===== config.mk =====
export PLATFORM = sky130hd
export DESIGN_NAME = led_effect_engine
export DESIGN_NICKNAME = d
export VERILOG_FILES = /design/src/rtl/core/led_eff_pkg.sv /design/src/rtl/core/led_effect_engine.sv /design/src/rtl/core/led_eff_scale.sv
export SDC_FILE = /design/constraint.sdc
export NUM_CORES = 1
export LEC_CHECK = 0
export BUFFER_PORTS_ARGS = -buffer_cell sky130_fd_sc_hd__buf_2
export CORE_ASPECT_RATIO = 1.2
export CORE_MARGIN = 2
export CORE_UTILIZATION = 35
export CTS_CLUSTER_DIAMETER = 120
export DETAILED_ROUTE_END_ITERATION = 10
export PLACE_DENSITY = 0.61
export SYNTH_ARGS = -nofsm -noshare
export SYNTH_HDL_FRONTEND = slang
export SYNTH_SLANG_ARGS = --single-unit

===== constraint.sdc =====
create_clock -name clk -period 9.4 [get_ports clk]
set_input_delay 1.41 -clock clk [delete_from_list [all_inputs] [get_ports clk]]
set_output_delay 1.41 -clock clk [all_outputs]
set_load 0.1 [all_outputs]

===== src/rtl/core/led_eff_pkg.sv =====
// ----------------------------------------------------------------------------
// led_eff_pkg
// Types, widths and constants of the LED effect engine.
// ----------------------------------------------------------------------------
package led_eff_pkg;

  localparam int unsigned TIME_WIDTH_DEF = 32;

  localparam int unsigned NOW_W      = 32;
  localparam int unsigned COLOR_W    = 8;
  localparam int unsigned LEVEL_W    = 9;
  localparam int unsigned STEP_W     = 8;
  localparam int unsigned INTERVAL_W = 16;
  localparam int unsigned MODE_W     = 2;
  localparam int unsigned CFG_IDX_W  = 3;
  localparam int unsigned CFG_DATA_W = 16;

  localparam logic [LEVEL_W-1:0] LEVEL_FULL        = 9'd510;
  localparam logic [LEVEL_W-1:0] LEVEL_PULSE_START = 9'd100;

  localparam logic [STEP_W-1:0]     PULSE_STEP_RST     = 8'd3;
  localparam logic [INTERVAL_W-1:0] PULSE_INTERVAL_RST = 16'd15;
  localparam logic [INTERVAL_W-1:0] BLINK_INTERVAL_RST = 16'd400;

  typedef enum logic [MODE_W-1:0] {
    MODE_SOLID = 2'd0,
    MODE_PULSE = 2'd1,
    MODE_BLINK = 2'd2
  } effect_mode_t;

  typedef enum logic [CFG_IDX_W-1:0] {
    REG_RED            = 3'd0,
    REG_GREEN          = 3'd1,
    REG_BLUE           = 3'd2,
    REG_EFFECT_MODE    = 3'd3,
    REG_PULSE_STEP     = 3'd4,
    REG_PULSE_INTERVAL = 3'd5,
    REG_BLINK_INTERVAL = 3'd6
  } cfg_reg_t;

endpackage


===== src/rtl/core/led_effect_engine.sv =====
// ----------------------------------------------------------------------------
// led_effect_engine
// Each accepted tick passes the input register and then the result register.
// Throughput: one tick per cycle; the input register and the result register
// each hold one word, and a held result stalls the input only if the next
// tick also yields a result. Synchronous active-low reset clears control
// state and loads register defaults; no result appears until a config write.
// ----------------------------------------------------------------------------
module led_effect_engine #(
  parameter int unsigned TIME_WIDTH = led_eff_pkg::TIME_WIDTH_DEF
) (
  input  logic                                 clk,
  input  logic                                 rst_n,
  input  logic                                 in_valid,
  output logic                                 in_stall,
  input  logic [led_eff_pkg::NOW_W-1:0]        in_now_ms,
  output logic                                 out_valid,
  input  logic                                 out_stall,
  output logic [led_eff_pkg::COLOR_W-1:0]      out_red,
  output logic [led_eff_pkg::COLOR_W-1:0]      out_green,
  output logic [led_eff_pkg::COLOR_W-1:0]      out_blue,
  input  logic                                 cfg_valid,
  output logic                                 cfg_ready,
  input  logic [led_eff_pkg::CFG_IDX_W-1:0]    cfg_index,
  input  logic [led_eff_pkg::CFG_DATA_W-1:0]   cfg_data
);

  localparam int unsigned CW = led_eff_pkg::COLOR_W;
  localparam int unsigned LW = led_eff_pkg::LEVEL_W;
  localparam int unsigned NW = led_eff_pkg::NOW_W;

  // configuration registers
  logic [CW-1:0]                        red_r, red_nxt;
  logic [CW-1:0]                        green_r, green_nxt;
  logic [CW-1:0]                        blue_r, blue_nxt;
  logic [led_eff_pkg::MODE_W-1:0]       mode_r, mode_nxt;
  logic [led_eff_pkg::STEP_W-1:0]       step_r, step_nxt;
  logic [led_eff_pkg::INTERVAL_W-1:0]   pulse_int_r, pulse_int_nxt;
  logic [led_eff_pkg::INTERVAL_W-1:0]   blink_int_r, blink_int_nxt;

  // animation state
  logic [LW-1:0]         bright_r, bright_nxt;
  logic                  rising_r, rising_nxt;
  logic                  blink_lit_r, blink_lit_nxt;
  logic                  solid_pend_r, solid_pend_nxt;
  logic [TIME_WIDTH-1:0] last_pulse_r, last_pulse_nxt;
  logic [TIME_WIDTH-1:0] last_blink_r, last_blink_nxt;

  // input stage
  logic                  s1_valid_r, s1_valid_nxt;
  logic [TIME_WIDTH-1:0] s1_time_r;
  logic [TIME_WIDTH+NW-1:0] now_ext;

  // result stage
  logic          out_valid_r, out_valid_nxt;
  logic [CW-1:0] out_red_r, out_green_r, out_blue_r;
  logic [CW-1:0] res_red, res_green, res_blue;
  logic [CW-1:0] scl_red, scl_green, scl_blue;

  logic          in_acc, out_free, s1_adv, res_emit;
  logic          cfg_hit;
  logic [led_eff_pkg::MODE_W-1:0] mode_new;

  logic [TIME_WIDTH-1:0] pulse_elapsed, blink_elapsed;
  logic                  pulse_due, blink_due;
  logic [LW:0]           ramp_sum;
  logic [LW-1:0]         bright_step;
  logic                  rising_step;

  assign now_ext   = {{TIME_WIDTH{1'b0}}, in_now_ms};
  assign cfg_ready = 1'b1;
  assign in_acc    = in_valid && !in_stall;
  assign out_free  = !out_valid_r || !out_stall;
  assign s1_adv    = s1_valid_r && (out_free || !res_emit);
  assign in_stall  = s1_valid_r && !s1_adv;

  assign pulse_elapsed = s1_time_r - last_pulse_r;
  assign blink_elapsed = s1_time_r - last_blink_r;
  assign pulse_due     = pulse_elapsed >= TIME_WIDTH'(pulse_int_r);
  assign blink_due     = blink_elapsed >= TIME_WIDTH'(blink_int_r);

  // brightness ramp: saturate and reverse at both ends
  always_comb begin
    ramp_sum    = {1'b0, bright_r} + (LW+1)'(step_r);
    bright_step = bright_r;
    rising_step = rising_r;
    if (rising_r) begin
      if (ramp_sum >= (LW+1)'(led_eff_pkg::LEVEL_FULL)) begin
        bright_step = led_eff_pkg::LEVEL_FULL;
        rising_step = 1'b0;
      end else begin
        bright_step = ramp_sum[LW-1:0];
      end
    end else begin
      if (bright_r <= LW'(step_r)) begin
        bright_step = '0;
        rising_step = 1'b1;
      end else begin
        bright_step = bright_r - LW'(step_r);
      end
    end
  end

  led_eff_scale u_scale_red (.color(red_r), .level(bright_step), .scaled(scl_red));
  led_eff_scale u_scale_green (.color(green_r), .level(bright_step), .scaled(scl_green));
  led_eff_scale u_scale_blue (.color(blue_r), .level(bright_step), .scaled(scl_blue));

  always_comb begin
    unique case (led_eff_pkg::effect_mode_t'(mode_r))
      led_eff_pkg::MODE_SOLID: res_emit = solid_pend_r;
      led_eff_pkg::MODE_PULSE: res_emit = pulse_due;
      led_eff_pkg::MODE_BLINK: res_emit = blink_due;
      default:                 res_emit = 1'b0;
    endcase
  end

  // per-tick effect decision
  always_comb begin
    res_red        = '0;
    res_green      = '0;
    res_blue       = '0;
    bright_nxt     = bright_r;
    rising_nxt     = rising_r;
    blink_lit_nxt  = blink_lit_r;
    solid_pend_nxt = solid_pend_r;
    last_pulse_nxt = last_pulse_r;
    last_blink_nxt = last_blink_r;
    unique case (led_eff_pkg::effect_mode_t'(mode_r))
      led_eff_pkg::MODE_SOLID: begin
        res_red   = red_r;
        res_green = green_r;
        res_blue  = blue_r;
        if (s1_adv) begin
          solid_pend_nxt = 1'b0;
        end
      end
      led_eff_pkg::MODE_PULSE: begin
        res_red   = scl_red;
        res_green = scl_green;
        res_blue  = scl_blue;
        if (s1_adv && pulse_due) begin
          last_pulse_nxt = s1_time_r;
          bright_nxt     = bright_step;
          rising_nxt     = rising_step;
        end
      end
      led_eff_pkg::MODE_BLINK: begin
        if (!blink_lit_r) begin
          res_red   = red_r;
          res_green = green_r;
          res_blue  = blue_r;
        end
        if (s1_adv && blink_due) begin
          last_blink_nxt = s1_time_r;
          blink_lit_nxt  = !blink_lit_r;
        end
      end
      default: ;
    endcase

    // register write
    red_nxt       = red_r;
    green_nxt     = green_r;
    blue_nxt      = blue_r;
    mode_nxt      = mode_r;
    step_nxt      = step_r;
    pulse_int_nxt = pulse_int_r;
    blink_int_nxt = blink_int_r;
    cfg_hit       = 1'b0;
    if (cfg_valid) begin
      cfg_hit = 1'b1;
      unique case (led_eff_pkg::cfg_reg_t'(cfg_index))
        led_eff_pkg::REG_RED:            red_nxt       = cfg_data[CW-1:0];
        led_eff_pkg::REG_GREEN:          green_nxt     = cfg_data[CW-1:0];
        led_eff_pkg::REG_BLUE:           blue_nxt      = cfg_data[CW-1:0];
        led_eff_pkg::REG_EFFECT_MODE:    mode_nxt      = cfg_data[led_eff_pkg::MODE_W-1:0];
        led_eff_pkg::REG_PULSE_STEP:     step_nxt      = cfg_data[led_eff_pkg::STEP_W-1:0];
        led_eff_pkg::REG_PULSE_INTERVAL: pulse_int_nxt = cfg_data;
        led_eff_pkg::REG_BLINK_INTERVAL: blink_int_nxt = cfg_data;
        default:                         cfg_hit       = 1'b0;
      endcase
    end
    mode_new = mode_nxt;

    // restart the animation on any write to a defined register
    if (cfg_hit) begin
      bright_nxt     = (mode_new == led_eff_pkg::MODE_PULSE) ?
                       led_eff_pkg::LEVEL_PULSE_START : '0;
      rising_nxt     = 1'b1;
      blink_lit_nxt  = 1'b0;
      solid_pend_nxt = (mode_new == led_eff_pkg::MODE_SOLID);
    end
  end

  always_comb begin
    s1_valid_nxt  = in_acc || (s1_valid_r && !s1_adv);
    out_valid_nxt = (s1_adv && res_emit) || (out_valid_r && !out_free);
  end

  always_ff @(posedge clk) begin
    if (!rst_n) begin
      red_r        <= '0;
      green_r      <= '0;
      blue_r       <= '0;
      mode_r       <= led_eff_pkg::MODE_SOLID;
      step_r       <= led_eff_pkg::PULSE_STEP_RST;
      pulse_int_r  <= led_eff_pkg::PULSE_INTERVAL_RST;
      blink_int_r  <= led_eff_pkg::BLINK_INTERVAL_RST;
      bright_r     <= '0;
      rising_r     <= 1'b1;
      blink_lit_r  <= 1'b0;
      solid_pend_r <= 1'b0;
      last_pulse_r <= '0;
      last_blink_r <= '0;
      s1_valid_r   <= 1'b0;
      out_valid_r  <= 1'b0;
    end else begin
      red_r        <= red_nxt;
      green_r      <= green_nxt;
      blue_r       <= blue_nxt;
      mode_r       <= mode_nxt;
      step_r       <= step_nxt;
      pulse_int_r  <= pulse_int_nxt;
      blink_int_r  <= blink_int_nxt;
      bright_r     <= bright_nxt;
      rising_r     <= rising_nxt;
      blink_lit_r  <= blink_lit_nxt;
      solid_pend_r <= solid_pend_nxt;
      last_pulse_r <= last_pulse_nxt;
      last_blink_r <= last_blink_nxt;
      s1_valid_r   <= s1_valid_nxt;
      out_valid_r  <= out_valid_nxt;
    end
  end

  always_ff @(posedge clk) begin
    if (in_acc) begin
      s1_time_r <= now_ext[TIME_WIDTH-1:0];
    end
    if (s1_adv && res_emit) begin
      out_red_r   <= res_red;
      out_green_r <= res_green;
      out_blue_r  <= res_blue;
    end
  end

  assign out_valid = out_valid_r;
  assign out_red   = out_red_r;
  assign out_green = out_green_r;
  assign out_blue  = out_blue_r;

endmodule


===== src/rtl/core/led_eff_scale.sv =====
// ----------------------------------------------------------------------------
// led_eff_scale
// One color channel scaled by a half-unit level: floor(color * level / 510).
// ----------------------------------------------------------------------------
module led_eff_scale (
  input  logic [led_eff_pkg::COLOR_W-1:0] color,
  input  logic [led_eff_pkg::LEVEL_W-1:0] level,
  output logic [led_eff_pkg::COLOR_W-1:0] scaled
);

  logic [16:0] prod;
  logic [15:0] half;
  logic [16:0] quot_sum;

  // floor(p/510) = floor(floor(p/2)/255); divide by 255 via add and shift
  assign prod     = 17'(color) * 17'(level);
  assign half     = prod[16:1];
  assign quot_sum = {1'b0, half} + 17'd1 + {9'd0, half[15:8]};
  assign scaled   = quot_sum[15:8];

endmodule


==> results.json, run 1 <==
{
  "status": "completed",
  "fin_worst_skew_ns": 0.0128,
  "clock_path_buffers": 2,
  "cts-root-buf": "clkbuf_16",
  "clkTransAtPathRegs_ns": 0.08,
  "postCtsHoldBufs": 0,
  "via_per_inst": 5.28,
  "place_inst": 3487,
  "maxSlewHeadroom": 0.183,
  "drive_gt1_frac": 0.0701,
  "synth-simple-area-share": 0.211,
  "async_flop_share": 0,
  "instances_no_fill": 3520,
  "nNetsFinal": 3121,
  "synthAdderAreaFrac": 0.258,
  "final_cell_mix": "nand2_1, inv_1, ha_1",
  "initial_core_util": 0.354,
  "clkSinkCount": 200,
  "synth_cells": 2703,
  "slew_viol_final": 0,
  "nFillCells": 6395,
  "port_buffers": 81,
  "netlist_area_um2": 21600,
  "worstSetupPathType": "register to register",
  "diodes": 0,
  "post_drt_wl_per_cell_um": 16.3,
  "route.detailed.drc": 0,
  "postLayoutCoreUtil": 0.383,
  "area_growth_pct": 8.26,
  "grt_overflow": 0,
  "dieArea_um2": 63700,
  "synth_top_family_by_area": "adder cells",
  "finalHoldViolCount": 0,
  "powerDensity_nw_per_um2": 94.8,
  "grt_pass1_vias": 18169,
  "h-tree-depth": 4,
  "num_vias": 18590,
  "synthMuxAreaShare": 0.00510,
  "grt_max_degree": 82,
  "synthesis.nets": 3125,
  "cts_buffers": 17,
  "leakagePower_nw": 10.0,
  "ys_seq_elements": 200,
  "hpwlAfterDp_um": 44600,
  "ir_worst_vdd_v": 0.000166,
  "avgSynthCellArea_um2": 7.98,
  "cp_max_fo": 11,
  "grt_pass1_wl_um": 94100,
  "synth-compound-area-share": 0.189,
  "yosysSeqAreaShare": 0.212,
  "setup_violations": 0,
  "reg2reg_to": "out_green[7]",
  "crit_path_start_kind": "register",
  "worst_path_largest_cell_delay_ns": 0.55,
  "fin_crit_ns": 8.87,
  "design_area_um2": 23400,
  "gp_congestion": 0.922,
  "cts_tree": "done",
  "synthXorXnorAreaFrac": 0.0453,
  "max_freq_mhz": 113,
  "core_um2": 60900,
  "wirelength_um": 57500,
  "ys.flop_type": "dfxtp_1",
  "ys_warn_count": 0,
  "ys_types": 87,
  "rr_worst_depth": 36,
  "final_common_cell": "nand2_1",
  "worstHoldPathType": "register to register",
  "tightestPinTransition_ns": 1.22,
  "critPathArrivalTime_ns": 9.13,
  "r2r-start": "step_r[1]",
  "final_antenna_net_count": 0,
  "grtUsageTotal": 0.182,
  "r2r_slack_ns": 0.53,
  "antenna_found_initial": 1,
  "die_w_um": 231,
  "fin_crit_sh": 0.944,
  "min_path_cells": 2,
  "die_h_um": 276,
  "crit_slowest_cell": "fa_1",
  "pin_count": 83,
  "drtIter0Drc": 1100,
  "rows": 99,
  "cp.required_ns": 9.66,
  "synth_edf_count": 56,
  "end_kind": "register",
  "drv_cap": 0,
  "clk_latency_ns": 0.50,
  "drtPass1Iterations": 6,
  "hold_start": "blink_int_r[14]",
  "placed_cell_area_um2": 22700,
  "hold_end": "blink_int_r[14]"
}
## cells in the mapped netlist, types with 52 or more instances
| library cell | instances | share of area |
|---|---|---|
| xnor2_1 | 68 | 0.028 |
| inv_1 | 301 | 0.052 |
| clkbuf_1 | 112 | 0.019 |
| a21o_1 | 52 | 0.018 |
| nand2_1 | 310 | 0.054 |
| edfxtp_1 | 56 | 0.078 |
| nor3_1 | 60 | 0.014 |
| a21oi_1 | 227 | 0.053 |
| ha_1 | 236 | 0.14 |
| o21ai_0 | 144 | 0.033 |
| dfxtp_1 | 144 | 0.13 |
| fa_1 | 130 | 0.12 |
| nand3_1 | 109 | 0.025 |
| nor2_1 | 115 | 0.020 |
| and2_1 | 192 | 0.056 |
## power breakdown
group / internal, mW / switching, mW
clock: 0.350 / 0.393
combinational: 0.196 / 0.334
sequential: 0.910 / 0.0327
## state kept, by name (all words and copies together) (netlist names)
name          count
blink_int_r      16
out_blue          8
blue_r            8
blink_lit_r       1
out_valid         1
s1_time_r        32
out_red           8
solid_pend_r      1
red_r             8
bright_r          9
step_r            8
out_green         8
pulse_int_r      16
green_r           8
rising_r          1
s1_valid_r        1
mode_r            2
last_pulse_r     32
last_blink_r     32
## cell families (layout without fill, tap and decap cells)
logic type / after synthesis / in the layout
mux: 11 / 11
xor+xnor: 110 / 110
compound gates: 650 / 650
buf+inv: 443 / 452
fa+ha+maj: 368 / 368
flops: 200 / 200
other cells: 1 / 1
simple gates: 920 / 920
## worst max-delay path, delay by kind of cell (launching register included)
| family | cells | cell delay (ns) |
|---|---|---|
| AO/OA/AOI/OAI | 15 | 2.72 |
| XOR/XNOR | 2 | 0.37 |
| adder cells (fa/ha/maj) | 8 | 3.38 |
| buffers and inverters | 5 | 0.52 |
| flip-flops | 1 | 0.40 |
| AND/OR/NAND/NOR | 6 | 1.24 |
## worst max path at each step
stage	startpoint	end	depth (start not counted)
floorplan	step_r[0]	out_green[7]	37
global placement	step_r[1]	out_green[7]	36
detailed placement	step_r[0]	out_green[7]	36
CTS	step_r[1]	out_green[7]	36
global route	step_r[1]	out_green[7]	36
finish	step_r[1]	out_green[7]	36
## what timing repair did
item / 4_1_cts / 5_1_grt
resized for setup: 0 / 9
buffers inserted: 0 / 1
endpoints found under the setup margin: 0 / 12
## area by class of cell
class / instances / area, um^2 / area share
inverters: 302 / 1130 / 0.0485
multi-input cells: 2060 / 15400 / 0.660
clock inverters: 15 / 135 / 0.00578
repair buffers: 118 / 683 / 0.0292
clock buffers: 17 / 425 / 0.0182
well taps: 808 / 1010 / 0.0433
flip-flops and latches: 200 / 4560 / 0.195
## stage by stage
step | setup WS (ns) | hold slack, ns | power (mW) | setup TNS, ns
floorplan | 0.859 | 0.435 | 1.34 | 0
global placement | 0.443 | 0.445 | 1.49 | 0
detailed placement | 0.213 | 0.450 | 1.49 | 0
CTS | 0.231 | 0.461 | 2.23 | 0
global route | -0.00427 | 0.474 | 2.32 | -0.00427
finish | 0.530 | 0.461 | 2.22 | 0
## routing by layer
layer | vias to the layer above | global-route usage | share of wire
met4 | 0 | 0.0510 | 0.020
met5 | - | 0 | 0
li1 | 9229 | - | -
met1 | 8913 | 0.232 | 0.45
met2 | 378 | 0.323 | 0.49
met3 | 70 | 0.0220 | 0.038
No activity file was read; power rests on OpenSTA's default activity.
==> inputs of run 2 (changes only) <==
--- a/config.mk
+++ b/config.mk
@@ -9,6 +9,7 @@
 export CORE_ASPECT_RATIO = 1.2
 export CORE_MARGIN = 2
 export CORE_UTILIZATION = 35
+export CTS_BUF_LIST = sky130_fd_sc_hd__clkbuf_8
 export CTS_CLUSTER_DIAMETER = 120
 export DETAILED_ROUTE_END_ITERATION = 10
 export PLACE_DENSITY = 0.61
==> results.json, run 2 (synthesized netlist as in run 1, its figures left out) <==
{
  "wirelength_um": 57500,
  "dieArea_um2": 63700,
  "internal_power_mw": 1.30,
  "clkTransAtPathRegs_ns": 0.12,
  "critPathArrivalTime_ns": 9.20,
  "clk_latency_ns": 0.58,
  "core_um2": 60900,
  "grtUsageTotal": 0.182,
  "postCtsHoldBufs": 0,
  "reg_top3": "last_blink_r: 32 flops, last_pulse_r: 32 flops, s1_time_r: 32 flops",
  "fin_crit_sh": 0.942,
  "cp_max_fo": 11,
  "die_w_um": 231,
  "switchingPower_uw": 738,
  "min_path_cells": 2,
  "hold_end": "blink_int_r[14]",
  "grt_pass1_wl_um": 94000,
  "r2r_slack_ns": 0.55,
  "diodes": 0,
  "worstSetupPathType": "register to register",
  "drtIter0Drc": 935,
  "crit_slowest_cell": "fa_1",
  "num_vias": 18553,
  "max_freq_mhz": 113,
  "clkSinkCount": 200,
  "r2r-start": "step_r[1]",
  "reg2reg_to": "out_green[7]",
  "hpwlAfterDp_um": 44600,
  "gp_congestion": 0.922,
  "rows": 99,
  "multi_input_area_um2": 15400,
  "setup_ws_ns": 0.550,
  "nNetsFinal": 3121,
  "design_area_um2": 23200,
  "powerDensity_nw_per_um2": 88.0,
  "final_antenna_net_count": 0,
  "fin_setup_tns_ns": 0,
  "clock_path_buffers": 2,
  "sequentialPowerShare": 0.463,
  "final_common_cell": "nand2_1",
  "placed_cell_area_um2": 22700,
  "post_drt_wl_per_cell_um": 16.3,
  "drtPass1Iterations": 7,
  "cts_buffers": 17,
  "port_buffers": 81,
  "drv_cap": 0,
  "end_kind": "register",
  "cts_tree": "done",
  "rr_worst_depth": 36,
  "pin_count": 83,
  "worstHoldPathType": "register to register",
  "hold-worst-slack_ns": 0.467,
  "cp.required_ns": 9.75,
  "place_ws_ns": 0.213,
  "worst_path_largest_cell_delay_ns": 0.55,
  "status": "completed",
  "initial_core_util": 0.354,
  "slew_viol_final": 0,
  "grt_max_degree": 82,
  "seq_area_um2": 4560,
  "area_growth_pct": 7.37,
  "setup_violations": 0,
  "cts-root-buf": "clkbuf_8",
  "p_sw_frac": 0.362,
  "grt_overflow": 0,
  "tightestPinTransition_ns": 1.19,
  "via_per_inst": 5.27,
  "ir_worst_vdd_v": 0.000142,
  "final_cell_mix": "nand2_1, inv_1, ha_1",
  "clkPwrFrac": 0.277,
  "finalHoldViolCount": 0,
  "place_inst": 3487,
  "fin_crit_ns": 8.85,
  "route.detailed.drc": 0,
  "maxSlewHeadroom": 0.199,
  "instances_no_fill": 3520,
  "leakagePower_nw": 9.95,
  "crit_path_start_kind": "register",
  "nFillCells": 6408,
  "fin_worst_skew_ns": 0.0223,
  "hold_start": "blink_int_r[14]",
  "drive_gt1_frac": 0.0701,
  "power_frac_comb": 0.260,
  "grt_pass1_vias": 18179,
  "die_h_um": 276,
  "h-tree-depth": 4,
  "antenna_found_initial": 1
}
-- run 2: cell counts in the layout (fill, tap and decap cells not counted) --
Identical to the previous run, type by type.
-- run 2: layer usage --
metal | vias to the layer above | wire (um) | GRT usage | part of all wire
met5 | - | 0 | 0 | 0
met4 | 0 | 1150 | 0.0481 | 0.020
met3 | 70 | 2330 | 0.0254 | 0.040
met2 | 390 | 28200 | 0.321 | 0.49
met1 | 8887 | 25800 | 0.231 | 0.45
li1 | 9206 | - | - | -
-- run 2: area by class of cell --
type / instances / share of cell area
multi-input combinational: 2060 / 0.665
tap: 808 / 0.0436
timing repair buffer: 118 / 0.0295
clock buffer: 17 / 0.0101
clock inverter: 15 / 0.00583
inverter: 302 / 0.0489
sequential: 200 / 0.197
-- run 2: worst max-delay path by stage --
stage               from            to  slack (ns)  cells after the start
2_1_floorplan  step_r[0]  out_green[7]        0.86                     37
3_3_place_gp   step_r[1]  out_green[7]        0.44                     36
3_5_place_dp   step_r[0]  out_green[7]        0.21                     36
4_1_cts        step_r[1]  out_green[7]        0.23                     36
5_1_grt        step_r[1]  out_green[7]      -0.002                     36
6_report       step_r[1]  out_green[7]        0.55                     36
-- run 2: through the flow --
step	utilization	total power, mW
6_report	0.380	2.04
5_1_grt	0.380	2.15
4_1_cts	0.379	2.05
3_5_place_dp	0.373	1.49
3_3_place_gp	0.373	1.49
2_1_floorplan	-	1.34
-- run 2: power groups by stage --
stage	clock, mW	sequential [mW]	combinational, mW
6_report	0.565	0.943	0.530
4_1_cts	0.584	0.943	0.528
2_1_floorplan	0	0.969	0.371
3_3_place_gp	0	0.962	0.524
5_1_grt	0.611	0.946	0.589
3_5_place_dp	0	0.962	0.526
-- run 2: worst max-delay path, delay by kind of cell, from the launching register on --
family,cells,cell delay [ns]
AO/OA/AOI/OAI,15,2.71
XOR/XNOR,2,0.37
adder cells (fa/ha/maj),8,3.37
buffers and inverters,5,0.52
flip-flops,1,0.41
AND/OR/NAND/NOR,6,1.24
-- run 2: repair_timing --
| item | in CTS | in global routing |
|---|---|---|
| endpoints found under the setup margin | 0 | 14 |
| buffers inserted | 0 | 1 |
| resized for setup | 0 | 9 |
